[config.mk]
export PLATFORM = sky130hd
export DESIGN_NAME = smr_divider
export DESIGN_NICKNAME = d
export VERILOG_FILES = /design/src/rtl/smr_pkg.sv /design/src/rtl/smr_divider.sv
export SDC_FILE = /design/constraint.sdc
export NUM_CORES = 1
export LEC_CHECK = 0
export BUFFER_PORTS_ARGS = -buffer_cell sky130_fd_sc_hd__buf_2
export CAP_MARGIN = 20
export CORE_MARGIN = 3
export CORE_UTILIZATION = 55
export CTS_CLUSTER_DIAMETER = 60
export DETAILED_ROUTE_END_ITERATION = 16
export PLACE_DENSITY = 0.77
export RECOVER_POWER = 25
export REMOVE_ABC_BUFFERS = 1
export SYNTH_ARGS = -nofsm -noshare
export SYNTH_HDL_FRONTEND = slang
export SYNTH_SLANG_ARGS = --single-unit
[constraint.sdc]
create_clock -name clk -period 5 [get_ports clk]
set_input_delay 0.5 -clock clk [delete_from_list [all_inputs] [get_ports clk]]
set_output_delay 0.5 -clock clk [all_outputs]
set_load 0.005 [all_outputs]
[src/rtl/smr_pkg.sv]
`timescale 1ns / 1ps
// Package: shared constants and types for the router, with the fixed-point log2(e) constant.
package smr_pkg;
	localparam int unsigned LOGIT_W = 16;
	localparam int unsigned TOPK_LIMIT = 16;
	localparam int unsigned RANK_W = 4;
	localparam int unsigned TOPK_W = 5;
	localparam int unsigned IDX_OUT_W = 8;
	localparam int unsigned E_W = 17;
	localparam int unsigned PROB_W = 17;
	localparam logic [16:0] ONE_Q16 = 17'd65536;
	localparam logic [16:0] LOG2E_Q16 = 17'd94548;
	localparam logic [TOPK_W-1:0] TOPK_RESET = 5'd8;

	typedef enum logic [0:0] {
		REG_TOP_K = 1'b0,
		REG_RENORM = 1'b1
	} reg_idx_t;

	// Request handed from the controller to the divider. The denominator holds
	// the exponent sum of a row of up to 1024 experts.
	typedef struct packed {
		logic        start;
		logic [32:0] num;
		logic [26:0] den;
	} div_req_t;

	typedef struct packed {
		logic        done;
		logic [16:0] quot;
	} div_rsp_t;
endpackage

[src/rtl/smr_divider.sv]
`timescale 1ns / 1ps
// Module: radix-2 restoring divider, one quotient bit per cycle.
module smr_divider
	import smr_pkg::*;
(
	input  logic     clk,
	input  logic     arst_n,
	input  div_req_t req,
	output div_rsp_t rsp
);
	// Quotient always fits in 17 bits (numerator <= 65536*den + den/2), so 33 steps
	// with a 34-bit partial remainder are enough.
	logic [33:0] rem_q;
	logic [32:0] num_q;
	logic [26:0] den_q;
	logic [5:0]  cnt_q;
	logic        busy_q;
	logic        done_q;
	logic [33:0] shifted;
	logic [34:0] diff;

	assign shifted = {rem_q[32:0], num_q[32]};
	assign diff = {1'b0, shifted} - {8'd0, den_q};

	always_ff @(posedge clk or negedge arst_n) begin
		if (!arst_n) begin
			busy_q <= 1'b0;
			cnt_q <= '0;
			done_q <= 1'b0;
		end else begin
			done_q <= 1'b0;
			if (req.start) begin
				busy_q <= 1'b1;
				cnt_q <= 6'd33;
			end else if (busy_q) begin
				cnt_q <= cnt_q - 6'd1;
				if (cnt_q == 6'd1) begin
					busy_q <= 1'b0;
					done_q <= 1'b1;
				end
			end
		end
	end

	always_ff @(posedge clk) begin
		if (req.start) begin
			rem_q <= '0;
			num_q <= req.num;
			den_q <= req.den;
		end else if (busy_q) begin
			num_q <= {num_q[31:0], ~diff[34]};
			rem_q <= diff[34] ? shifted : diff[33:0];
		end
	end

	assign rsp = {done_q, num_q[16:0]};
endmodule

; ---- Word-level counts from Yosys, hierarchy flattened
; Cells that the tools add are included.
[word_totals]
elab_cells = 22
mem_bits_ro = 0
output_inout_bits = 18
n_memories = 0
latchBits = 0
register_bits = 101
ramBits = 0
inputBits = 63
[op_classes]
div_mod_pow = 0
n_reduce_logical = 1
addsub = 2
shifts = 0
bitwise = 1
mux = 11
n_mul = 0
order_cmp = 0
n_eq_ne = 1
[ops]
columns = op, count
row1 = 33-bit two-way mux, 3
row2 = 34-bit by 27-bit subtractor with 35-bit output, 1
row3 = 6-bit two-way mux, 2
row4 = 6-bit by 1-bit == test with 1-bit output (second input constant), 1
row5 = 1-bit two-way mux, 6
row6 = 6-bit by 1-bit subtractor with 6-bit output (second input constant), 1
row7 = 2-bit nonzero test, 1
row8 = 1-bit NOT, 1

; ---- Logic depth before layout (Yosys ltp)
; Gate-level depths: netlist of the first run.
[logic_depth]
ltp_word = 4
depth_mapped = 14
depth_no_buf = 13

; ---- Least setup slack after synthesis of the first run
; No wires, ideal clock.
[synth_timing]
path_kind = reg-to-reg
startpoint = register num_q[32]
endpoint = register num_q[0], data pin
arrival_ns = 2.755
setup_time_ns = 0.260
synth_period_minus_slack_ns = 3.015
path_slack_ns = 1.985
required_ns = 4.740
path_stages_with_launch = 13
path_cell_list = edfxtp_1 inv_1 ha_1 inv_1 fa_1 a21o_1 a221oi_2 o31a_1 o31ai_4 a31oi_4 o211ai_4 buf_2 mux2_2
[synth_via]
elab_chain_len = 4
[synth_lines]
columns = item, line_no
row1 = start: declaration, smr_divider.sv:14  ; logic [32:0] num_q;
row2 = start signal: assignment, smr_divider.sv:48  ; num_q <= req.num;
row3 = start signal: assignment, smr_divider.sv:51  ; num_q <= {num_q[31:0], ~diff[34]};
row4 = 34-bit by 27-bit subtractor with 35-bit output, smr_divider.sv:23  ; assign diff = {1'b0, shifted} - {8'd0, den_q};
row5 = 1-bit NOT, smr_divider.sv:51
row6 = 33-bit two-way mux, smr_divider.sv:50  ; end else if (busy_q) begin
row7 = 33-bit two-way mux, smr_divider.sv:46  ; if (req.start) begin
; Every way passes these cells. The select of a mux whose other input is x is not followed.
; A chain may end at the register's enable or synchronous reset.

; ---- Final worst setup path of the first run
[layout_timing]
startpoint = register num_q[32]
endpoint = register rem_q[18]
[layout_via]
elab_chain_len = 2
[layout_lines]
columns = item, line_no
row1 = 34-bit by 27-bit subtractor with 35-bit output, smr_divider.sv:23
row2 = 33-bit two-way mux, smr_divider.sv:52  ; rem_q <= diff[34] ? shifted : diff[33:0];
row3 = end signal: assignment, smr_divider.sv:52
row4 = end: declaration, smr_divider.sv:13  ; logic [33:0] rem_q;
; Every way passes these cells.

==> results of run 1 <==
## layout make-up
type                    count  area [µm²]
clock buffers              11         131
clock inverters             5        41.3
fillers                   842        3750
inverters                  37         139
multi-input cells         370        2640
flip-flops and latches    101        2660
well taps                 133         166
repair buffers             84         429
## routing by layer
layer	share of wire, %	vias to the layer above
met5	0	-
met4	1.3	0
met3	6.6	13
met2	48	100
met1	44	1938
li1	-	2069
## sequential cells by signal, indices dropped and copies added (netlist names)
name	flops
busy_q	1
cnt_q	6
den_q	27
done_q	1
num_q	33
rem_q	33
## per-stage QoR
step / total power (W) / hold slack [ps] / utilization, %
floorplan: 0.00247 / 204 / -
global placement: 0.00278 / 348 / 60.6
detailed placement: 0.00285 / 350 / 60.6
CTS: 0.00333 / 256 / 62.4
global route: 0.00357 / 260 / 62.4
finish: 0.00332 / 279 / 62.4
## placed cells by master, fill, tap and decap left out, types with 4 or more instances in the layout
master	n
a211oi_1	4
a21o_1	11
a21oi_1	25
a311oi_1	19
a31oi_1	6
and3_1	5
buf_2	77
clkbuf_1	5
clkbuf_8	9
dfrtp_1	8
dfxtp_1	33
edfxtp_1	60
ha_1	29
inv_1	36
mux2_2	33
nand2_1	64
nand3_1	5
nand4_1	7
nor2_1	48
nor3_1	8
o21ai_0	16
xnor2_1	21
xor2_1	14
## worst min path at each step
stage               startpoint  cells past startpoint  slack (ps)        end
floorplan               arst_n                      0         200     busy_q
global placement        arst_n                      1         350     done_q
detailed placement      arst_n                      1         350   cnt_q[4]
CTS                    req[23]                      1         260  den_q[23]
global route           req[24]                      1         260  den_q[24]
finish                 req[23]                      1         280  den_q[23]
## where the power goes
part / internal [W] / leakage, nW / switching, W
Clock: 0.000187 / 0.0810 / 0.000289
Combinational: 0.000691 / 1.62 / 0.000867
Sequential: 0.00112 / 0.982 / 0.000166
Total: 0.00200 / 2.69 / 0.00132
## cell families (layout without fill, tap and decap cells)
kind of cell | Yosys count | after routing | synth area share, %
flip-flops | 101 | 101 | 46.6
AND/OR/NAND/NOR | 153 | 153 | 11.9
adder cells (fa/ha/maj) | 30 | 30 | 6.70
XOR/XNOR | 35 | 35 | 5.36
multiplexers | 33 | 33 | 6.50
buffers and inverters | 84 | 137 | 7.25
AO/OA/AOI/OAI | 119 | 119 | 15.7
==> qor.txt, run 1 <==
Async SR Flop Fraction = 7.92%
area post-placement = 0.00603 mm²
Nets = 696
Worst Path Class, Setup = reg -> reg
final hold violation count = 0
Core Box Area = 0.00995 mm²
r2r endpoint = rem_q[18]
library cells used by synthesis = 61
R2R Setup Slk = 1150 ps
Primary FF master, synth = edfxtp_1
largest net degree at the start of global routing = 55
ANT nets after route = 0
layout cells sized above 1 = 23.5%
vias in the first global route = 4051
pwr dens = 535 mW/mm²
global-route wire length before repair = 18.4 mm
CTS H-tree depth = 3
CP top delay family = compound AO/OA/AOI/OAI gates
total leakage power = 2.69 nW
Post-synth EDFFs = 60
average size of a mapped cell = 10.3 µm²
clk_lat worst skew = 390 ps
Critical Path Start = num_q[32]
Inst Count DP = 724
HP Class = in -> reg
WP depth = 13
Residual DRC = 0
final cell count without fillers = 741
fin worst setup slack = 1150 ps
Most Crowded Layer GR = met2
drt wl/cell = 15.1 µm
PortBufs = 80
Detailed Place HPWL = 8.20 mm
CTS Hold Bufs = 1
unrepaired setup endpoints after global routing = false
gpl congestion = 0.964
Pre-Repair DR Iteration Count = 5
met3 Use GR = 6.63%
pre-CTS setup slack = 1230 ps
max_cap viols = 1
initial cell density of the core = 57.4%
cell with the most instances after synthesis = nand2_1
top-area cell type share of the netlist area = 31.5%
Critical Path Max Stage Delay = 810 ps
worst endpoint required time = 5170 ps
clk sinks = 101
row count = 36
Worst R2R Path Depth = 13
CTS tree = done
setup TNS = 0 ps
max_slew headroom = -45.5%
Syn Inst Count = 555
DR vias = 4120
Synthesis Warnings = 0
I/O pins = 81
setup bufs post-CTS = 0
max-slew violations = 45
final instance area = 0.00621 mm²
crit path capture = rem_q[18]
Commonest cells post-synth = 64 x nand2_1, 60 x edfxtp_1, 48 x nor2_1, 36 x inv_1
clock buffer depth = 2
Cell Area, Synth = 0.00571 mm²
CP cell instances = inv_1 > ha_1 > inv_1 > fa_1 > a21o_1 > a221oi_2 > o31a_1 > o31ai_4 > a31oi_4 > o211a_1 > nor2_1 > a211oi_1 > nor3_1
critical path's slowest cell = o211a_1
Synth Register Bits = 101
Die X-Extent = 108 µm
GR Util met1 = 25.0%
met2 Use GR = 32.8%
leading area contributor after synthesis = edfxtp_1
critical path's most frequent cell = inv_1
reg2reg start = num_q[32]
CTS clk-pin slew, worst paths = 100 ps
sequential area share after synthesis = 46.6%
GR Util All Layers = 19.8%
Slew @ Worst Pin = 2180 ps
Buf+Inv Stages, Crit Path = 2
total CTS buffers = 9
area grow syn2layout = 8.63%
critical path arrival = 4020 ps
DR iter-0 viols = 155
clock root buffer = clkbuf_8
worst vdd ir = 0.000273 V
antenna violations before repair = 0
synth top area cells = edfxtp_1 32%, dfxtp_1 12%, mux2_2 6.5%, ha_1 6.3%, nand2_1 4.2%
worst-path fanout max = 28
final wirelength = 11.2 mm
Clock Skews = 15.7 ps
Via density = 5.56
period utilisation layout = 77.0%
Setup crit end kind = register
post-CTS resize count = 0
Setup Viol. Count Final = 0
CP startpoint kind = register
Die Y = 108 µm
status = finished, violations left
Fmax achieved = 260 MHz
Ant. Diodes = 0
gr ovfl total = 0
failing checks = capacitance limit, slew limit
die area = 0.0116 mm²
Tmin final = 3850 ps
Power figures use the tool's default switching activity.
==> inputs of run 2 (changes only) <==
Settings changed: ABC_AREA set to 1, PLACE_DENSITY 0.77 to 0.76.
Clock period 5 ns to 3.9 ns, I/O delays scaled along.
==> run 2 against run 1 <==
The flow now finishes without violations. Sequential cell count did not move. Synthesized cell count rose by 72%. Routed wire length rose by 39%. Via count rose by 42%. Non-clock buffer count rose by 3. Utilization rose by 0.94 points. Highest routed layer unchanged. Hold slack got worse by 75 ps. Sequential power rose by 20%. First-iteration DRC count rose by 140%. Combinational power rose by 56%.
==> qor.txt, run 2 <==
status = complete, no violations
final cell count without fillers = 1160
initial cell density of the core = 57.1%
drt wl/cell = 13.4 µm
Tmin final = 2770 ps
clk sinks = 101
worst-path fanout max = 31
worst endpoint required time = 3970 ps
Hold Startpoint = req[22]
setup bufs post-CTS = 0
ANT nets after route = 0
I/O pins = 81
Detailed Place HPWL = 11.6 mm
Synth Register Bits = 101
Setup Viol. Count Final = 0
Layout Utilization = 63.3%
reg2reg start = num_q[32]
final hold violation count = 0
critical path arrival = 2840 ps
Async SR Flop Fraction = 7.92%
CTS tree = done
Syn Inst Count = 952
DR vias = 5859
Primary FF master, synth = edfxtp_1
synth top area cells = edfxtp_1 27%, nand2_1 23%, dfxtp_1 10%, inv_1 8.2%, nand3_1 5.8%
final wirelength = 15.5 mm
CTS H-tree depth = 3
CTS clk-pin slew, worst paths = 80 ps
Commonest cells post-synth = 398 x nand2_1, 144 x inv_1, 77 x nand3_1, 60 x edfxtp_1, 48 x nor2_1
worst vdd ir = 0.000469 V
fill count = 1086
Nets = 1105
Slew @ Worst Pin = 883 ps
max_cap viols = 0
Cell Area, Synth = 0.00663 mm²
Die X-Extent = 116 µm
clock buffer depth = 2
gr ovfl total = 0
clk_lat worst skew = 360 ps
Post-synth EDFFs = 60
Pre-Repair DR Iteration Count = 4
average size of a mapped cell = 6.96 µm²
clock root buffer = clkbuf_16
area grow syn2layout = 10.9%
Inst Count DP = 1142
gpl congestion = 0.905
commonest non-fill, non-tap cell in the layout = nand2_1
Critical Path Start = num_q[32]
setup TNS = 0 ps
commonest cells after routing, fill and taps aside = 398 x nand2_1, 143 x inv_1, 78 x buf_2
Setup crit end kind = register
Residual DRC = 0
die area = 0.0134 mm²
pwr dens = 668 mW/mm²
Worst Path Class, Setup = reg -> reg
total leakage power = 4.02 nW
Clock Skews = 9.24 ps
HP Class = in -> reg
global-route wire length before repair = 25.8 mm
antenna violations before repair = 0
Via density = 5.05
library cells used by synthesis = 36
WHS = 203 ps
cell with the most instances after synthesis = nand2_1
Die Y = 116 µm
Fmax achieved = 362 MHz
period utilisation layout = 70.9%
vias in the first global route = 5435
layout cells sized above 1 = 11.5%
Synthesis Warnings = 0
row count = 39
top-area cell type share of the netlist area = 27.2%
Ant. Diodes = 0
DR iter-0 viols = 369
max_slew headroom = 40.8%
unrepaired setup endpoints after global routing = false
GR Util All Layers = 24.6%
Regs by FF count = num_q (33), rem_q (33), den_q (27)
leading area contributor after synthesis = edfxtp_1
total CTS buffers = 9
CP startpoint kind = register
max-slew violations = 0
Core Box Area = 0.0116 mm²
largest net degree at the start of global routing = 66
PortBufs = 80
sequential area share after synthesis = 40.2%
-- run 2: cells by family after synthesis --
| family | Yosys count | share of synthesized area, % |
|---|---|---|
| flip-flops | 101 | 40.2 |
| adder cells (fa/ha/maj) | 30 | 5.77 |
| AO/OA/AOI/OAI | 47 | 3.83 |
| AND/OR/NAND/NOR | 572 | 36.3 |
| buffers and inverters | 187 | 11.9 |
| XOR/XNOR | 15 | 1.98 |
-- run 2: worst paths after layout --
kind	slack, ps	end	cells past startpoint
setup / recovery	1130	num_q[0]	12
hold / removal	200	den_q[22]	1
setup reg to reg	1130	num_q[0]	12
hold reg to reg	470	rem_q[11]	2
max in group asynchronous	3110	cnt_q[0]	2
min in group asynchronous	480	cnt_q[2]	2
-- run 2: layout make-up --
cell class	count	area, µm²	share of cell area [%]
clock inverters	6	67.6	0.919
clock buffers	10	239	3.25
flip-flops and latches	101	2660	36.2
inverters	149	559	7.61
repair buffers	87	465	6.33
multi-input cells	664	3180	43.2
well taps	143	179	2.43
-- run 2: stage by stage --
step	setup slack, ps	instance area (µm²)	total power (W)
after floorplan	1470	6400	0.00334
after global placement	1190	7020	0.00391
after detailed placement	1120	7020	0.00394
after CTS	1160	7330	0.00490
after global routing	945	7350	0.00535
final	1130	7350	0.00491
-- run 2: repair_timing --
item	4_1_cts	5_1_grt
hold endpoints to repair	8	0
hold buffers	1	0
setup endpoints to repair	0	0
gates resized for setup	0	0
-- run 2: power breakdown --
| part | internal (W) | total [W] | leakage (nW) | switching [W] |
|---|---|---|---|---|
| clock | 0.000521 | 0.000937 | 0.153 | 0.000416 |
| sequential | 0.00138 | 0.00153 | 0.996 | 0.000157 |
| combinational | 0.000889 | 0.00244 | 2.87 | 0.00155 |
| total | 0.00279 | 0.00491 | 4.02 | 0.00212 |
-- run 2: metal layers --
metal	vias to the layer above	track usage, %	share of wire [%]
met5	-	0	0
met4	0	8.04	2.5
met3	27	5.48	6.6
met2	170	38.7	46
met1	2582	33.8	45
li1	3080	-	-
-- run 2: critical path, cell delays in order, from the launching register on --
cell and delay, ps:
edfxtp_1 390, inv_1 100, ha_1 140, inv_1 70, fa_1 460, nand3_1 130, nand3_2 120, nand2_1 100
nand2_1 100, nand2_4 280, nand2_4 310, inv_2 150, o21ai_0 80
==> inputs of run 3 (changes only) <==
Settings changed: CORE_UTILIZATION 55 to 53, PLACE_DENSITY 0.76 to 0.77.
Clock period 3.9 ns to 2.4 ns, I/O delays scaled along.
==> run 3 against run 2 <==
Routed wire length is 2.2% higher. Utilization is 1.8 points lower. Via count is 2.8% higher. Global-route usage is 1.0 points lower. Clock skew is 0.72 ps higher. Cell area is 1.2% higher. Sequential share of layout area is 0.44 points lower. Clock-buffer cell count is 1 lower. First-iteration DRC count is 17% higher. Sequential power is 63% higher. Register-to-register slack worse by 930 ps. Power is 65% higher. Largest cell class unchanged. Highest routed layer unchanged.
==> qor.txt, run 3 (synthesis gave the netlist of run 2 again) <==
worst vdd ir = 0.000522 V
max_slew headroom = 42.2%
Comb pwr share = 51.3%
R2R Setup Slk = 200 ps
worst endpoint required time = 2640 ps
clk_lat worst skew = 350 ps
setup TNS = 0 ps
die area = 0.0139 mm²
CTS tree = done
Detailed Place HPWL = 12.5 mm
clock root buffer = clkbuf_16
max_cap viols = 0
Psw = 0.00353 W
Via density = 5.05
row count = 40
Die Y = 118 µm
Pre-Repair DR Iteration Count = 6
commonest cells after routing, fill and taps aside = 398 x nand2_1, 143 x inv_1, 78 x buf_2
commonest non-fill, non-tap cell in the layout = nand2_1
largest net degree at the start of global routing = 52
area post-placement = 0.00713 mm²
PortBufs = 80
clock power share = 18.0%
Worst R2R Path Depth = 14
setup bufs post-CTS = 0
Setup Viol. Count Final = 0
Hold Startpoint = req[14]
Nets = 1112
layout cells sized above 1 = 12.2%
Clock Skews = 9.95 ps
Tmin final = 2200 ps
Internal = 0.00459 W
Endpoint, Worst Hold = den_q[14]
CP startpoint kind = register
final instance area = 0.00744 mm²
Fmax achieved = 455 MHz
vias in the first global route = 5817
hold depth = 1
Worst Path Class, Setup = reg -> reg
ANT nets after route = 0
status = complete, no violations
initial cell density of the core = 54.7%
I/O pins = 81
antenna violations before repair = 0
Layout Utilization = 61.4%
CTS clk-pin slew, worst paths = 70 ps
clock buffer depth = 2
DR vias = 6022
Regs by FF count = num_q (33), rem_q (33), den_q (27)
gr ovfl total = 0
GR Util All Layers = 23.5%
final wirelength = 15.9 mm
Die X-Extent = 118 µm
CTS H-tree depth = 3
drt wl/cell = 13.3 µm
Ant. Diodes = 0
total leakage power = 4.05 nW
Reg power frac = 30.7%
gpl congestion = 0.998
Pwr Total = 0.00811 W
final hold violation count = 0
clk sinks = 101
Core Box Area = 0.0121 mm²
max-slew violations = 0
Residual DRC = 0
pwr dens = 1090 mW/mm²
DR iter-0 viols = 430
sw frac = 43.5%
Slew @ Worst Pin = 868 ps
critical path arrival = 2430 ps
period utilisation layout = 91.5%
area grow syn2layout = 12.2%
worst-path fanout max = 17
WHS = 55.7 ps
global-route wire length before repair = 26.9 mm
unrepaired setup endpoints after global routing = false
total CTS buffers = 9
reg2reg start = den_q[17]
HP Class = in -> reg
Setup crit end kind = register
r2r endpoint = rem_q[4]
[run 3: layout make-up]
class | count | area (µm²)
clock inverter | 7 | 70.1
inverter | 149 | 559
multi-input combinational | 664 | 3180
timing repair buffer | 94 | 534
fill | 1162 | 4670
tap | 168 | 210
clock buffer | 9 | 225
sequential | 101 | 2660
[run 3: power groups by stage]
stage	clock network, W	logic (W)	registers, W
2_1_floorplan	0	0.00297	0.00245
6_report	0.00146	0.00416	0.00249
4_1_cts	0.00148	0.00411	0.00249
3_5_place_dp	0	0.00408	0.00251
3_3_place_gp	0	0.00402	0.00251
5_1_grt	0.00156	0.00474	0.00253
[run 3: how the worst max path moves through the flow]
stage | start | end | slack (ps)
final | den_q[17] | rem_q[4] | 200
after floorplan | busy_q | num_q[0] | -30
after global placement | num_q[32] | rem_q[1] | 250
after detailed placement | num_q[32] | rem_q[5] | 150
after global routing | den_q[16] | rem_q[26] | 10
after CTS | num_q[32] | rem_q[4] | 130
[run 3: per-stage QoR]
step / worst slack (ps) / std cells
2_1_floorplan: -27.8 / 914
3_3_place_gp: 252 / 1175
3_5_place_dp: 151 / 1175
4_1_cts: 126 / 1192
5_1_grt: 11.3 / 1192
6_report: 204 / 1192
[run 3: critical path, stage by stage (launching register included)]
cell,delay (ps)
edfxtp_1,320
inv_1,60
ha_1,360
nand2_1,120
nor2_1,230
nand2_1,80
nand2_1,120
inv_1,70
nand2_1,120
nand2_4,80
nand2_4,130
buf_12,160
nand2_1,70
nand3_1,90
o21ai_1,80
[run 3: repair_timing]
item | in CTS | in global routing
hold buffers | 1 | 0
endpoints found under the setup margin | 0 | 25
hold endpoints to repair | 8 | 0
resized for setup | 0 | 2
[run 3: per-layer routing]
layer	wire, µm	vias to the layer above	part of all wire, %	GRT usage, %
met3	1100	24	6.9	4.28
met2	7420	188	47	38.7
met4	325	0	2.0	7.91
li1	-	3091	-	-
met5	0	-	0	0
met1	7030	2719	44	31.4
