[config.mk]
export PLATFORM = sky130hd
export DESIGN_NAME = smr_exp_unit
export DESIGN_NICKNAME = d
export VERILOG_FILES = /design/src/rtl/smr_pkg.sv /design/src/rtl/smr_exp_unit.sv
export SDC_FILE = /design/constraint.sdc
export NUM_CORES = 1
export LEC_CHECK = 0
export BUFFER_PORTS_ARGS = -buffer_cell sky130_fd_sc_hd__buf_2
export CAP_MARGIN = 10
export CORE_MARGIN = 2
export CORE_UTILIZATION = 30
export CTS_CLUSTER_SIZE = 16
export DETAILED_ROUTE_END_ITERATION = 8
export PLACE_DENSITY = 0.52
export SLEW_MARGIN = 10
export SYNTH_ARGS = -nofsm -noshare
export SYNTH_HDL_FRONTEND = slang
export SYNTH_SLANG_ARGS = --single-unit
[constraint.sdc]
create_clock -name clk -period 13.3 [get_ports clk]
set_input_delay 1.33 -clock clk [delete_from_list [all_inputs] [get_ports clk]]
set_output_delay 1.33 -clock clk [all_outputs]
set_load 0.01 [all_outputs]
[src/rtl/smr_pkg.sv]
`timescale 1ns / 1ps
// Package: shared constants and types for the router, with the fixed-point log2(e) constant.
package smr_pkg;
	localparam int unsigned LOGIT_W = 16;
	localparam int unsigned TOPK_LIMIT = 16;
	localparam int unsigned RANK_W = 4;
	localparam int unsigned TOPK_W = 5;
	localparam int unsigned IDX_OUT_W = 8;
	localparam int unsigned E_W = 17;
	localparam int unsigned PROB_W = 17;
	localparam logic [16:0] ONE_Q16 = 17'd65536;
	localparam logic [16:0] LOG2E_Q16 = 17'd94548;
	localparam logic [TOPK_W-1:0] TOPK_RESET = 5'd8;

	typedef enum logic [0:0] {
		REG_TOP_K = 1'b0,
		REG_RENORM = 1'b1
	} reg_idx_t;

	// Request handed from the controller to the divider. The denominator holds
	// the exponent sum of a row of up to 1024 experts.
	typedef struct packed {
		logic        start;
		logic [32:0] num;
		logic [26:0] den;
	} div_req_t;

	typedef struct packed {
		logic        done;
		logic [16:0] quot;
	} div_rsp_t;
endpackage

[src/rtl/smr_exp_unit.sv]
`timescale 1ns / 1ps
// Module: multi-cycle fixed-point exp(-d) for a Q8.8 difference, one multiply per cycle.
module smr_exp_unit
	import smr_pkg::*;
(
	input  logic              clk,
	input  logic              arst_n,
	input  logic              start,
	input  logic [15:0]       d,
	output logic              done,
	output logic [E_W-1:0]    e
);
	typedef enum logic [2:0] {
		X_IDLE, X_MUL, X_P1, X_P2, X_P3, X_P4, X_FIN
	} xst_t;

	xst_t        st_q;
	logic [32:0] t_q;
	logic [15:0] x_q;
	logic [8:0]  n_q;
	logic [16:0] p_q;
	logic [33:0] prod;
	logic [16:0] pm;
	logic [16:0] coef;

	assign prod = {17'd0, p_q} * {18'd0, x_q};
	assign pm = prod[32:16];

	always_comb begin
		case (st_q)
			X_P1:    coef = 17'd3638;
			X_P2:    coef = 17'd15743;
			X_P3:    coef = 17'd45426;
			X_P4:    coef = 17'd65536;
			default: coef = 17'd0;
		endcase
	end

	always_ff @(posedge clk or negedge arst_n) begin
		if (!arst_n) begin
			st_q <= X_IDLE;
			done <= 1'b0;
		end else begin
			done <= 1'b0;
			case (st_q)
				X_IDLE: if (start) st_q <= X_MUL;
				X_MUL: begin
					n_q <= t_q[32:24];
					x_q <= t_q[23:8];
					p_q <= 17'd630;
					st_q <= X_P1;
				end
				X_P1: begin p_q <= coef - pm; st_q <= X_P2; end
				X_P2: begin p_q <= coef - pm; st_q <= X_P3; end
				X_P3: begin p_q <= coef - pm; st_q <= X_P4; end
				X_P4: begin p_q <= coef - pm; st_q <= X_FIN; end
				X_FIN: begin
					e <= (n_q >= 9'd17) ? '0 : (p_q >> n_q[4:0]);
					done <= 1'b1;
					st_q <= X_IDLE;
				end
				default: st_q <= X_IDLE;
			endcase
		end
	end

	always_ff @(posedge clk) begin
		if (st_q == X_IDLE && start)
			t_q <= {17'd0, d} * {16'd0, LOG2E_Q16};
	end
endmodule

Word level (Yosys, flattened, before mapping). Cells that the tools add are included.

Order comparisons: 1. Reduce and logical (&&, ||, !) cells: 7. Add/subtract/negate cells: 1. Shift-type cells: 1. Equal/unequal tests: 7. Muxes and demuxes: 5. Multipliers: 2.

Operator list (count): $pmux W17 S4 (1); $pmux W17 S2 (1); $mul A17 B16 Y33 (1); $mul A16 B15 Y31 const B (1); $pmux W3 S6 (1); $shr A17 B5 Y17 (1); $sub A17 B17 Y17 (1); $eq A3 B3 Y1 const B (3); $ge A9 B5 Y1 const B (1); $eq A3 B2 Y1 const B (2); $reduce_and A2 Y1 (3); $reduce_or A4 Y1 (1); $eq A3 B1 Y1 const B (1); $logic_not A3 Y1 (1); $mux W3 (1); $ne A2 B2 Y1 const B (1); $reduce_bool A2 Y1 (1); $logic_and A1 B1 Y1 (1); $mux W1 (1).

Register bits after elaboration: 94. Word-level logic and storage cells: 31. Output and inout bits: 18.

Longest topological paths before layout. Gate-level depths: netlist of run 1.

Word-level depth: 4. Gate-level depth with buffers: 37.

Worst setup path after synthesis of run 1. Ideal clock, no wire load.

Path kind: flip-flop to flip-flop. Start: register p_q[5]. End: register p_q[16] (data pin). Path slack: 4.715 ns. Arrival: 8.323 ns. Buffers on the path: 1. Stages on the path, launching flop included: 35. Cells stage by stage: edfxtp_1 > clkbuf_1 > and2_1 > fa_1 > inv_1 > fa_1 > fa_1 > fa_1 > inv_1 > fa_1 > inv_1 > fa_1 > inv_1 > ha_1 > a21o_1 > a21o_1 > a221oi_1 > a21boi_0 > o21ai_0 > a21boi_0 > o21a_1 > o21a_1 > or2_2 > ha_1 > a21o_1 > a21oi_1 > nor2b_1 > o21a_1 > o311a_1 > a211oi_2 > o21ai_1 > a41oi_1 > xnor2_1 > xor2_1 > o22ai_1.

Cells in the longest elaborated chain, start to end: 3.

Ends and longest elaborated chain: start: declaration (line smr_exp_unit.sv:21) `logic [16:0] p_q;`; start signal: assignment (line smr_exp_unit.sv:50) `p_q <= 17'd630;`; start signal: assignment (line smr_exp_unit.sv:53) `X_P1: begin p_q <= coef - pm; st_q <= X_P2; end`; start signal: assignment (line smr_exp_unit.sv:54) `X_P2: begin p_q <= coef - pm; st_q <= X_P3; end`; $mul A17 B16 Y33 (line smr_exp_unit.sv:26) `assign prod = {17'd0, p_q} * {18'd0, x_q};`; $sub A17 B17 Y17; $pmux W17 S2 (line smr_exp_unit.sv:45) `case (st_q)`.

No other way between the ends. A chain may end at the register's enable or synchronous reset.

Worst setup path in the final report of run 1. Ends and elaborated chain as after synthesis.

==> reports/results.tsv, run 1 <==
stage	metric	value	unit
timing	max-slew violations	0	
clocking	Sink Count	88	
grt	maximum number of pins on one net before global-route repair	27	
detailed_routing	final routed DRC violation total	0	
die	starting density of the core	30.31	%
synthesis	share of synthesized flip-flops with an asynchronous set or reset	4.545	%
synthesis	sequential area share after synthesis	15.73	%
clocking	Post CTS Setup Buffer Count	0	
worst_setup_path	launching element type of the critical path	register	
clocking	number of CTS-inserted buffers	9	
timing	setup repair after global routing missed its margin	false	
status	result of the run	finished, final reports clean	
clocking	clock tree from TritonCTS	built	
detailed_routing	remaining number of nets flagged by the antenna check after routing	0	
detailed_routing	amount of wire on met2 after detailed routing	19.85	mm
worst_setup_path	data required time of the worst path	13.40	ns
worst_setup_path	critical path's most frequent cell	sky130_fd_sc_hd__fa_1	
worst_setup_path	classification of the worst setup path	register to register	
timing	maximum clock frequency	0.1038	GHz
die	top-level I/O count	37	
synthesis	Synth Area per Inst	9.916	um^2
worst_setup_path	logic depth of the worst register-to-register path	33	
grt	number of antenna violations at the first check in global routing	0	
synthesis	netlist area before placement	16670	um^2
clocking	Resized cells post-CTS	0	
cells_and_area	share of the core filled with cells	32.69	%
cells_and_area	layout-stage area growth over the synthesis result	7.836	%
worst_setup_path	largest fanout on the critical path	18	
clocking	clock-pin slew reported for the worst setup and hold paths after clock tree synthesis	0.08	ns
grt	global-route usage over all layers	14.32	%
detailed_routing	routed length per placed instance	15.79	um
detailed_routing	Met1 Routed Length	17.23	mm
worst_setup_path	worst reg2reg path startpoint	p_q[5]	
worst_setup_path	capture point of the worst reg-to-reg path	p_q[16]	
timing	final hold viol count	0	
place	Final Wtd Congestion	0.8297	
worst_hold_path	Hold/Removal Path Class	register to register	
clocking	H-tree Lvls	3	
worst_hold_path	worst hold path endpoint	x_q[12]	
detailed_routing	number of vias per cell after detailed routing	4.576	
detailed_routing	detailed-routed wire length on met3	819	um
clocking	clock tree root buffer cell	sky130_fd_sc_hd__clkbuf_16	
worst_setup_path	CP Buf/Inv Count	4	
detailed_routing	length of the first detailed-routing pass in iterations	5	
detailed_routing	total length of routed wires	38.54	mm
detailed_routing	Top Metal Used	met4	
run	maximum capacitance violations	0	
timing	period utilization	72.41	%
cells_and_area	share of cells above drive strength 1	5.434	%
die	Core Rows	86	
timing	total of endpoints with negative setup slack in the final report	0	
timing	Slew @ Worst Pin	0.9929	ns
clocking	worst-case clock buffer depth	2	
timing	final-layout setup total negative slack	0	ns
worst_setup_path	slowest library cell on the worst path	sky130_fd_sc_hd__a221oi_1	
place	port bufs	36	
cells_and_area	number of diodes	0	
cells_and_area	Total Nets Final	2232	
synthesis	Warnings, synthesis	0	
place	sum of net half-perimeters after detailed placement	31.65	mm
clocking	insertion delay to the later sink of the worst-skew pair	0.36	ns
grt	global-route wire length before repair	64.40	mm
synthesis	post-synth net total	2225	
timing	max-slew headroom at the worst pin	33.81	%
grt	final global-route overflow total	0	
timing	skew final	0.01317	ns
die	die extent in y	239.7	um
synthesis	unique cell type count in the Yosys netlist	62	
synthesis	total of flip-flops plus latches after synthesis	88	
synthesis	synthesized instance count	1681	
worst_hold_path	worst hold path cell count	0	
worst_setup_path	endpoint arrival time on the critical path	9.73	ns
detailed_routing	DR vias	11170	
detailed_routing	number of DRC markers after the initial detailed-route iteration	495	
timing	crit path time final	9.630	ns
worst_hold_path	worst min-delay path startpoint	t_q[20]	
clocking	# hold bufs at CTS	0	
die	Core Region	54990	um^2
die	Die Width	239.7	um
worst_setup_path	r2r setup slk	3.67	ns
cells_and_area	filler cell count	5634	
die	Total Die Area	57460	um^2
synthesis	primary flip-flop cell chosen by synthesis mapping	sky130_fd_sc_hd__edfxtp_1	
worst_setup_path	family with the most delay on the worst path	compound AO/OA/AOI/OAI gates	
synthesis	number of enable-type register cells in the synthesized netlist	84	
worst_setup_path	Worst Setup End Kind	register	
worst_setup_path	largest stage delay on the critical path	0.78	ns
grt	via count of the first global-routing pass	12310	
## synth_stat cells, types with 3 or more instances
cell type                  count  area, um^2
sky130_fd_sc_hd__a21oi_1      31       155.2
sky130_fd_sc_hd__ha_1        249        3115
sky130_fd_sc_hd__nor3b_1       3       22.52
sky130_fd_sc_hd__nand3_1       5       25.02
sky130_fd_sc_hd__nand2b_1      8       50.05
sky130_fd_sc_hd__nor2b_1      12       75.07
sky130_fd_sc_hd__a211oi_1     17       127.6
sky130_fd_sc_hd__o21a_1       10       75.07
sky130_fd_sc_hd__nand2_1     179       671.9
sky130_fd_sc_hd__fa_1        276        5525
sky130_fd_sc_hd__nor2_1       60       225.2
sky130_fd_sc_hd__o21ai_0      17       85.08
sky130_fd_sc_hd__or2_2         6       37.54
sky130_fd_sc_hd__mux2i_1      21       210.2
sky130_fd_sc_hd__nor3_1       16       80.08
sky130_fd_sc_hd__and3_1        3       18.77
sky130_fd_sc_hd__mux2_2        8       90.09
sky130_fd_sc_hd__or4_1         4       30.03
sky130_fd_sc_hd__buf_1         3       11.26
sky130_fd_sc_hd__o22a_1        3       26.28
sky130_fd_sc_hd__nand4_1       4       25.02
sky130_fd_sc_hd__edfxtp_1     84        2522
sky130_fd_sc_hd__clkbuf_1     50       187.7
sky130_fd_sc_hd__and2_1      127       794.5
sky130_fd_sc_hd__dfrtp_1       4       100.1
sky130_fd_sc_hd__o21ai_1       7       35.03
sky130_fd_sc_hd__inv_1       362        1359
sky130_fd_sc_hd__xor2_1       18       157.7
sky130_fd_sc_hd__xnor2_1      32       280.3
sky130_fd_sc_hd__a21o_1       13       97.59
sky130_fd_sc_hd__or3_1         6       37.54
sky130_fd_sc_hd__a21boi_0      4       30.03
## per-stage QoR
stage / hold WS [ns] / setup slack (ns) / cell area (um^2) / std cells
finish: 0.4052 / 3.670 / 17970 / 2441
global route: 0.4278 / 3.086 / 17970 / 2441
CTS: 0.4099 / 3.596 / 17970 / 2441
detailed placement: 0.4045 / 3.618 / 17690 / 2425
global placement: 0.4019 / 3.750 / 17690 / 2425
floorplan: 0.4003 / 4.715 / 16670 / 1681
## state kept, by name (all words and copies together) (netlist names)
| name | flops |
|---|---|
| x_q | 16 |
| done | 1 |
| t_q | 25 |
| e | 17 |
| st_q | 3 |
| n_q | 9 |
| p_q | 17 |
## cell usage in the layout, fill, tap and decap left out, drive strengths merged, types with 21 or more instances in the layout
cell    instances
inv           366
fa            276
ha            249
nand2         179
and2          127
edfxtp         84
nor2           60
buf            49
xnor2          32
a21oi          32
o21ai          25
mux2i          21
## worst max path at each step
stage / cells after the start / end / slack [ns] / from
floorplan: 34 / p_q[16] / 4.71 / p_q[5]
global placement: 33 / p_q[16] / 3.75 / p_q[5]
detailed placement: 33 / p_q[16] / 3.62 / p_q[5]
CTS: 33 / p_q[16] / 3.60 / p_q[5]
global route: 32 / p_q[16] / 3.09 / p_q[11]
finish: 33 / p_q[16] / 3.67 / p_q[5]
## layer usage
metal  global-route usage, %  vias to the layer above
met4                   3.750                        0
met5                       0                        -
met2                   25.71                      155
met3                  0.9796                       40
li1                        -                     5300
met1                   18.58                     5674
## worst reg2reg max path, delay by kind of cell (launching register included)
kind / cells / cell delay [ns]
AOI/OAI and AO/OA: 16 / 3.75
xor gates and xnor gates: 2 / 0.35
adders and majority gates: 8 / 3.70
buffers and inverters: 4 / 0.21
DFF: 1 / 0.68
and+or+nand+nor: 3 / 0.69
## kinds of logic after synthesis
logic type / after synthesis / synth area share, %
adders and majority gates: 525 / 51.84
DFF: 88 / 15.73
muxes: 30 / 1.937
and+or+nand+nor: 441 / 13.05
AOI/OAI and AO/OA: 132 / 5.472
xor gates and xnor gates: 50 / 2.627
buffers and inverters: 415 / 9.345
## cell type report
class,count,area (um^2),share of cell area [%]
Clock buffer,9,225.2,1.253
Sequential cell,88,2623,14.59
Inverter,362,1359,7.560
Clock inverter,7,58.81,0.3272
Tap cell,748,935.9,5.207
Multi-Input combinational cell,1178,12500,69.52
Timing Repair Buffer,49,277.8,1.545
Power of run 1 is left out: the tool's default activity adds up to more than one toggle a clock period on the data nets, which glitch-free logic cannot reach.
==> inputs of run 2 (changes only) <==
--- a/config.mk
+++ b/config.mk
@@ -5,13 +5,14 @@
 export SDC_FILE = /design/constraint.sdc
 export NUM_CORES = 1
 export LEC_CHECK = 0
+export ABC_AREA = 1
 export BUFFER_PORTS_ARGS = -buffer_cell sky130_fd_sc_hd__buf_2
 export CAP_MARGIN = 10
 export CORE_MARGIN = 2
 export CORE_UTILIZATION = 30
 export CTS_CLUSTER_SIZE = 16
 export DETAILED_ROUTE_END_ITERATION = 8
-export PLACE_DENSITY = 0.52
+export PLACE_DENSITY = 0.54
 export SLEW_MARGIN = 10
 export SYNTH_ARGS = -nofsm -noshare
 export SYNTH_HDL_FRONTEND = slang
==> constraint.sdc (replaced) <==
create_clock -name clk -period 8.4 [get_ports clk]
set_input_delay 0.84 -clock clk [delete_from_list [all_inputs] [get_ports clk]]
set_output_delay 0.84 -clock clk [all_outputs]
set_load 0.01 [all_outputs]
==> run 2 against run 1 <==
Synthesized area up 6.5%. Worst setup slack worse by 2.7 ns. Cell count rose by 19%. Count of clock-buffer cells in the layout unchanged. Cell area up 5.8%. Register-to-register slack got worse by 2.7 ns. Critical path depth shrank 2. Hold slack worse by 0.14 ns. Sequential cell count is the same. Via count rose by 19%. Clock skew about the same. Core utilization fell by 0.34 points. Critical path type unchanged. Critical endpoint unchanged.
==> reports/results.tsv, run 2 <==
stage	metric	value	unit	change
timing	Slew @ Worst Pin	0.9588	ns	-0.03405 ns
worst_setup_path	worst reg2reg path startpoint	p_q[10]		
die	die extent in y	247.2	um	+3.1%
run	maximum capacitance violations	0		unchanged
cells_and_area	flip-flop count of the largest register, all copies and words added	25		unchanged
worst_setup_path	endpoint arrival time on the critical path	7.60	ns	-2.13 ns
clocking	# hold bufs at CTS	0		unchanged
worst_setup_path	classification of the worst setup path	register to register		
grt	number of antenna violations at the first check in global routing	0		unchanged
grt	global-route usage over all layers	14.80	%	+0.48 points
cells_and_area	filler cell count	6265		+11%
timing	setup repair after global routing missed its margin	false		
worst_setup_path	capture point of the worst reg-to-reg path	p_q[16]		
worst_setup_path	logic depth of the worst register-to-register path	31		-6.1%
detailed_routing	number of DRC markers after the initial detailed-route iteration	725		+46%
worst_setup_path	Worst Setup End Kind	register		
timing	skew final	0.01314	ns	-0.00003090 ns
synthesis	top cell type by total area after synthesis	sky130_fd_sc_hd__fa_1		
clocking	H-tree Lvls	3		unchanged
clocking	clock-pin slew reported for the worst setup and hold paths after clock tree synthesis	0.08	ns	about the same
synthesis	netlist area before placement	17740	um^2	+6.5%
timing	max-slew violations	0		unchanged
cells_and_area	largest register by flop count	t_q		
die	Die Width	247.2	um	+3.1%
worst_setup_path	r2r setup slk	0.93	ns	-2.74 ns
worst_setup_path	critical path's most frequent cell	sky130_fd_sc_hd__nand2_1		
synthesis	share of synthesized flip-flops with an asynchronous set or reset	4.545	%	unchanged
place	sum of net half-perimeters after detailed placement	36.22	mm	+14%
synthesis	area fraction of the dominant cell type after synthesis	31.14	%	-2.0 points
detailed_routing	DR vias	13300		+19%
cells_and_area	leading cell type in the layout, fill and taps excluded	sky130_fd_sc_hd__inv_1		
timing	final-layout setup total negative slack	0	ns	unchanged
clocking	clock tree root buffer cell	sky130_fd_sc_hd__clkbuf_16		
synthesis	Warnings, synthesis	0		unchanged
grt	global-route wire length before repair	71.55	mm	+11%
grt	via count of the first global-routing pass	14120		+15%
status	result of the run	finished, final reports clean		
worst_setup_path	largest fanout on the critical path	18		unchanged
cells_and_area	commonest non-fill, non-tap cells in the layout	sky130_fd_sc_hd__inv_1, sky130_fd_sc_hd__nand2_1, sky130_fd_sc_hd__fa_1		
clocking	worst-case clock buffer depth	2		unchanged
worst_setup_path	startpoint of the most critical setup path	p_q[10]		
clocking	insertion delay to the later sink of the worst-skew pair	0.37	ns	about the same
cells_and_area	number of diodes	0		unchanged
detailed_routing	routed length per placed instance	14.82	um	-6.2%
place	Setup WS pre-CTS	0.9620	ns	-2.656 ns
clocking	number of CTS-inserted buffers	9		unchanged
clocking	clock tree from TritonCTS	built		
die	Total Die Area	61110	um^2	+6.3%
cells_and_area	Top Registers	t_q (25), e (17), p_q (17)		
synthesis	total of flip-flops plus latches after synthesis	88		unchanged
worst_hold_path	Hold/Removal Path Class	input port to asynchronous set/reset pin		
cells_and_area	layout-stage area growth over the synthesis result	7.199	%	
place	port bufs	36		unchanged
die	Core Rows	89		+3.5%
clocking	Resized cells post-CTS	0		unchanged
cells_and_area	share of cells above drive strength 1	4.272	%	-1.2 points
detailed_routing	final routed DRC violation total	0		unchanged
worst_setup_path	launching element type of the critical path	register		
timing	maximum clock frequency	0.1338	GHz	+29%
worst_setup_path	slowest library cell on the worst path	sky130_fd_sc_hd__edfxtp_1		
detailed_routing	length of the first detailed-routing pass in iterations	6		+1
grt	final global-route overflow total	0		unchanged
worst_setup_path	largest stage delay on the critical path	0.91	ns	+0.13 ns
clocking	Sink Count	88		unchanged
synthesis	synthesized instance count	2136		+27%
synthesis	unique cell type count in the Yosys netlist	46		-26%
die	Core Region	58800	um^2	+6.9%
synthesis	Synth Area per Inst	8.307	um^2	-16%
timing	crit path time final	7.472	ns	-2.158 ns
timing	max-slew headroom at the worst pin	36.08	%	+2.3 points
timing	period utilization	88.96	%	+17 points
synthesis	post-synth net total	2680		+20%
worst_setup_path	data required time of the worst path	8.53	ns	-4.87 ns
synthesis	primary flip-flop cell chosen by synthesis mapping	sky130_fd_sc_hd__edfxtp_1		
detailed_routing	remaining number of nets flagged by the antenna check after routing	0		unchanged
synthesis	cell with the most instances after synthesis	sky130_fd_sc_hd__inv_1		
place	Final Wtd Congestion	0.8718		+5.1%
detailed_routing	number of vias per cell after detailed routing	4.580		about the same
timing	final hold viol count	0		unchanged
cells_and_area	Total Nets Final	2669		+20%
clocking	Post CTS Setup Buffer Count	0		unchanged
cells_and_area	FF+latch area	2623	um^2	unchanged
cells_and_area	share of the core filled with cells	32.35	%	-0.34 points
timing	total of endpoints with negative setup slack in the final report	0		unchanged
die	starting density of the core	30.18	%	-0.13 points
synthesis	number of enable-type register cells in the synthesized netlist	84		unchanged
synthesis	largest cells by area after synthesis	sky130_fd_sc_hd__fa_1, sky130_fd_sc_hd__ha_1, sky130_fd_sc_hd__edfxtp_1, sky130_fd_sc_hd__inv_1, sky130_fd_sc_hd__nand2_1		
synthesis	sequential area share after synthesis	14.78	%	-0.95 points
detailed_routing	total length of routed wires	43.01	mm	+12%
timing	post-layout worst setup margin	0.9276	ns	-2.742 ns
cells_and_area	area used by multi-input combinational logic	12740	um^2	+2.0%
synthesis	leading post-synthesis cells by instance count	sky130_fd_sc_hd__inv_1, sky130_fd_sc_hd__nand2_1, sky130_fd_sc_hd__fa_1, sky130_fd_sc_hd__ha_1		
grt	maximum number of pins on one net before global-route repair	26		-3.7%
die	top-level I/O count	37		unchanged
-- run 2: cell count changes in the layout (fill, tap and decap cells not counted), moves of 15 or more --
| cell | change |
|---|---|
| sky130_fd_sc_hd__a211oi_1 | -15 |
| sky130_fd_sc_hd__a21oi_1 | +41 |
| sky130_fd_sc_hd__and2_1 | -125 |
| sky130_fd_sc_hd__inv_1 | +196 |
| sky130_fd_sc_hd__mux2i_1 | -18 |
| sky130_fd_sc_hd__nand2_1 | +328 |
| sky130_fd_sc_hd__nand3_1 | +33 |
| sky130_fd_sc_hd__nor2_1 | +24 |
| sky130_fd_sc_hd__o21ai_0 | +34 |
-- run 2: cells by family after synthesis --
logic type / share of synthesized area [%]
DFF: 14.78
and+or+nand+nor: 15.25
AOI/OAI and AO/OA: 5.169
muxes: 0.1692
xor gates and xnor gates: 2.468
adders and majority gates: 48.70
buffers and inverters: 13.47
-- run 2: worst max-delay path: cells and delay by family (launching register included) --
family	cells	cell delay, ns
AND/OR/NAND/NOR	17	1.81
flip-flops	1	0.91
XOR/XNOR	1	0.14
buffers and inverters	3	0.15
adder cells (fa/ha/maj)	8	3.79
AO/OA/AOI/OAI	2	0.45
-- run 2: cell type report --
type                            instances  area share (%)
Multi-Input combinational cell       1414           66.97
Sequential cell                        88           13.79
Inverter                              559           11.03
Tap cell                              773           5.085
Timing Repair Buffer                   53           1.618
Clock buffer                            9           1.184
Clock inverter                          7          0.3223
-- run 2: worst max-delay path by stage --
| stage | to | cells after the start |
|---|---|---|
| CTS | p_q[9] | 30 |
| detailed placement | p_q[16] | 31 |
| finish | p_q[16] | 31 |
| global placement | p_q[16] | 36 |
| floorplan | p_q[15] | 36 |
| global route | p_q[16] | 36 |
-- run 2: per-layer routing --
metal	GRT usage [%]	up-vias	wire, um
met5	0	-	0
met4	5.195	0	1223
met3	1.313	76	1662
met2	26.78	316	21980
met1	18.33	6523	18150
li1	-	6381	-
-- run 2: stage by stage --
stage / instance area, um^2 / instances / hold WS (ns)
final: 19020 / 2903 / 0.2638
after global routing: 19020 / 2903 / 0.2670
after CTS: 19020 / 2903 / 0.2493
after detailed placement: 18740 / 2887 / 0.4045
after global placement: 18740 / 2887 / 0.4007
after floorplan: 17740 / 2136 / 0.4003
Power of run 2 is left out for the same reason.
==> inputs of run 3 (changes only) <==
--- a/config.mk
+++ b/config.mk
@@ -5,7 +5,6 @@
 export SDC_FILE = /design/constraint.sdc
 export NUM_CORES = 1
 export LEC_CHECK = 0
-export ABC_AREA = 1
 export BUFFER_PORTS_ARGS = -buffer_cell sky130_fd_sc_hd__buf_2
 export CAP_MARGIN = 10
 export CORE_MARGIN = 2
==> run 3 against run 2 <==
Non-clock buffer count grew 67. Hold slack gained 0.016 ns. Routed wire length shrank 13%. First-iteration DRC count shrank 41%. Core utilization grew 1.8 points. Sequential cell count is the same. Cell area shrank 1.3%. Largest cell class unchanged.
==> reports/results.tsv, run 3 (synthesis results as in run 1) <==
stage	metric	value	unit	change
timing	skew final	0.01162	ns	-0.001520 ns
cells_and_area	leading cell type in the layout, fill and taps excluded	sky130_fd_sc_hd__inv_1		
timing	Slew @ Worst Pin	1.000	ns	+0.04150 ns
detailed_routing	routed length per placed instance	14.84	um	+0.14%
timing	final hold viol count	0		unchanged
worst_setup_path	logic depth of the worst path, buffers included	35		+13%
grt	final global-route overflow total	0		unchanged
worst_setup_path	logic depth of the worst register-to-register path	35		+13%
detailed_routing	total length of routed wires	37.27	mm	-13%
grt	number of antenna violations at the first check in global routing	0		unchanged
cells_and_area	number of diodes	0		unchanged
grt	maximum number of pins on one net before global-route repair	27		+3.8%
cells_and_area	share of the core filled with cells	34.14	%	+1.8 points
timing	post-layout worst setup margin	0.2143	ns	-0.7133 ns
worst_hold_path	Hold/Removal Path Class	input port to asynchronous set/reset pin		
clocking	clock tree from TritonCTS	built		
worst_setup_path	largest stage delay on the critical path	0.53	ns	-0.38 ns
grt	global-route usage over all layers	13.65	%	-1.2 points
clocking	clock-pin slew reported for the worst setup and hold paths after clock tree synthesis	0.08	ns	about the same
clocking	# hold bufs at CTS	0		unchanged
worst_setup_path	classification of the worst setup path	register to register		
worst_setup_path	r2r setup slk	0.21	ns	-0.71 ns
place	sum of net half-perimeters after detailed placement	32.15	mm	-11%
worst_setup_path	family with the most delay on the worst path	adder cells		
cells_and_area	filler cell count	5611		-10%
timing	period utilization	97.45	%	+8.5 points
die	Core Rows	86		-3.4%
detailed_routing	number of vias per cell after detailed routing	4.458		-2.7%
die	Die Width	239.7	um	-3.0%
clocking	worst-case clock buffer depth	2		unchanged
cells_and_area	commonest non-fill, non-tap cells in the layout	sky130_fd_sc_hd__inv_1, sky130_fd_sc_hd__fa_1, sky130_fd_sc_hd__ha_1		
clocking	number of CTS-inserted buffers	9		unchanged
place	Final Wtd Congestion	0.8761		+0.49%
die	top-level I/O count	37		unchanged
timing	max-slew headroom at the worst pin	33.24	%	-2.8 points
cells_and_area	largest register by flop count	t_q		
grt	via count of the first global-routing pass	12070		-15%
cells_and_area	share of cells above drive strength 1	11.62	%	+7.3 points
clocking	Sink Count	88		unchanged
die	Total Die Area	57460	um^2	-6.0%
detailed_routing	final routed DRC violation total	0		unchanged
die	starting density of the core	30.31	%	+0.13 points
clocking	clock tree root buffer cell	sky130_fd_sc_hd__clkbuf_16		
place	Setup WS pre-CTS	-0.2385	ns	-1.201 ns
cells_and_area	Total Nets Final	2303		-14%
worst_setup_path	launching element type of the critical path	register		
place	port bufs	36		unchanged
timing	crit path time final	8.186	ns	+0.7133 ns
worst_setup_path	worst reg2reg path startpoint	x_q[4]		
cells_and_area	flip-flop count of the largest register, all copies and words added	25		unchanged
worst_setup_path	slowest library cell on the worst path	sky130_fd_sc_hd__fa_1		
status	result of the run	finished, final reports clean		
detailed_routing	remaining number of nets flagged by the antenna check after routing	0		unchanged
die	Core Region	54990	um^2	-6.5%
timing	maximum clock frequency	0.1222	GHz	-8.7%
worst_setup_path	largest fanout on the critical path	6		-12
detailed_routing	length of the first detailed-routing pass in iterations	4		-2
cells_and_area	Top Registers	t_q (25), e (17), p_q (17)		
detailed_routing	DR vias	11200		-16%
grt	global-route wire length before repair	61.36	mm	-14%
clocking	H-tree Lvls	3		unchanged
worst_setup_path	data required time of the worst path	8.52	ns	about the same
clocking	insertion delay to the later sink of the worst-skew pair	0.38	ns	about the same
worst_setup_path	endpoint arrival time on the critical path	8.31	ns	+0.71 ns
run	maximum capacitance violations	0		unchanged
cells_and_area	layout-stage area growth over the synthesis result	12.60	%	
detailed_routing	number of DRC markers after the initial detailed-route iteration	430		-41%
worst_setup_path	Worst Setup End Kind	register		
timing	setup repair after global routing missed its margin	true		
die	die extent in y	239.7	um	-3.0%
timing	max-slew violations	0		unchanged
worst_setup_path	CP Buf/Inv Count	6		+3
worst_setup_path	capture point of the worst reg-to-reg path	p_q[16]		
timing	total of endpoints with negative setup slack in the final report	0		unchanged
run 3: changes by cell type in the layout (fill, tap and decap cells not counted), moves of 33 or more:
cell | previous run | this run
sky130_fd_sc_hd__inv_1 | 558 | 357
sky130_fd_sc_hd__o21ai_0 | 51 | 12
sky130_fd_sc_hd__nand2_1 | 507 | 179
sky130_fd_sc_hd__buf_4 | 17 | 78
sky130_fd_sc_hd__nand3_1 | 38 | 5
sky130_fd_sc_hd__and2_1 | 2 | 121
sky130_fd_sc_hd__a21oi_1 | 72 | 28
run 3: area by class of cell:
| type | instances | area, um^2 | share of cell area [%] |
|---|---|---|---|
| clock buffers | 9 | 225.2 | 1.200 |
| clock inverters | 7 | 70.07 | 0.3733 |
| inverters | 362 | 1359 | 7.239 |
| multi-input cells | 1178 | 12710 | 67.70 |
| flip-flops and latches | 88 | 2623 | 13.97 |
| well taps | 748 | 935.9 | 4.986 |
| repair buffers | 120 | 850.8 | 4.533 |
run 3: worst max-delay path by stage:
| stage | start | end |
|---|---|---|
| 6_report | x_q[4] | p_q[16] |
| 5_1_grt | x_q[4] | p_q[16] |
| 4_1_cts | x_q[5] | p_q[16] |
| 3_5_place_dp | x_q[4] | p_q[16] |
| 3_3_place_gp | x_q[4] | p_q[16] |
| 2_1_floorplan | p_q[5] | p_q[16] |
run 3: worst register-to-register path, delay by kind of cell (launching register included):
| family | cells | cell delay (ns) |
|---|---|---|
| fa+ha+maj | 8 | 3.22 |
| flops | 1 | 0.51 |
| simple gates | 3 | 0.45 |
| compound gates | 16 | 2.92 |
| xor+xnor | 2 | 0.32 |
| buf+inv | 6 | 0.52 |
run 3: metrics by stage:
step                      TNS (ns)  area, um^2  instances  hold WS (ns)
after floorplan                  0       16680       1681        0.4003
after global placement     -0.1685       18160       2484        0.4013
after detailed placement   -0.3956       18160       2484        0.4045
after CTS                        0       18530       2505        0.2703
after global routing       -0.1881       18770       2512        0.2843
final                            0       18770       2512        0.2801
run 3: metal layers:
metal | up-vias | global-route usage [%] | wire [um]
li1 | 5432 | - | -
met1 | 5617 | 16.85 | 16360
met2 | 112 | 25.42 | 19650
met3 | 38 | 1.083 | 649
met4 | 0 | 3.580 | 617
met5 | - | 0 | 0
run 3: timing repair:
action / 4_1_cts / 5_1_grt
buffers inserted: 5 / 8
gates resized for setup: 9 / 48
pin swaps: 7 / 42
endpoints found under the setup margin: 3 / 9
Power of run 3 is left out for the same reason.
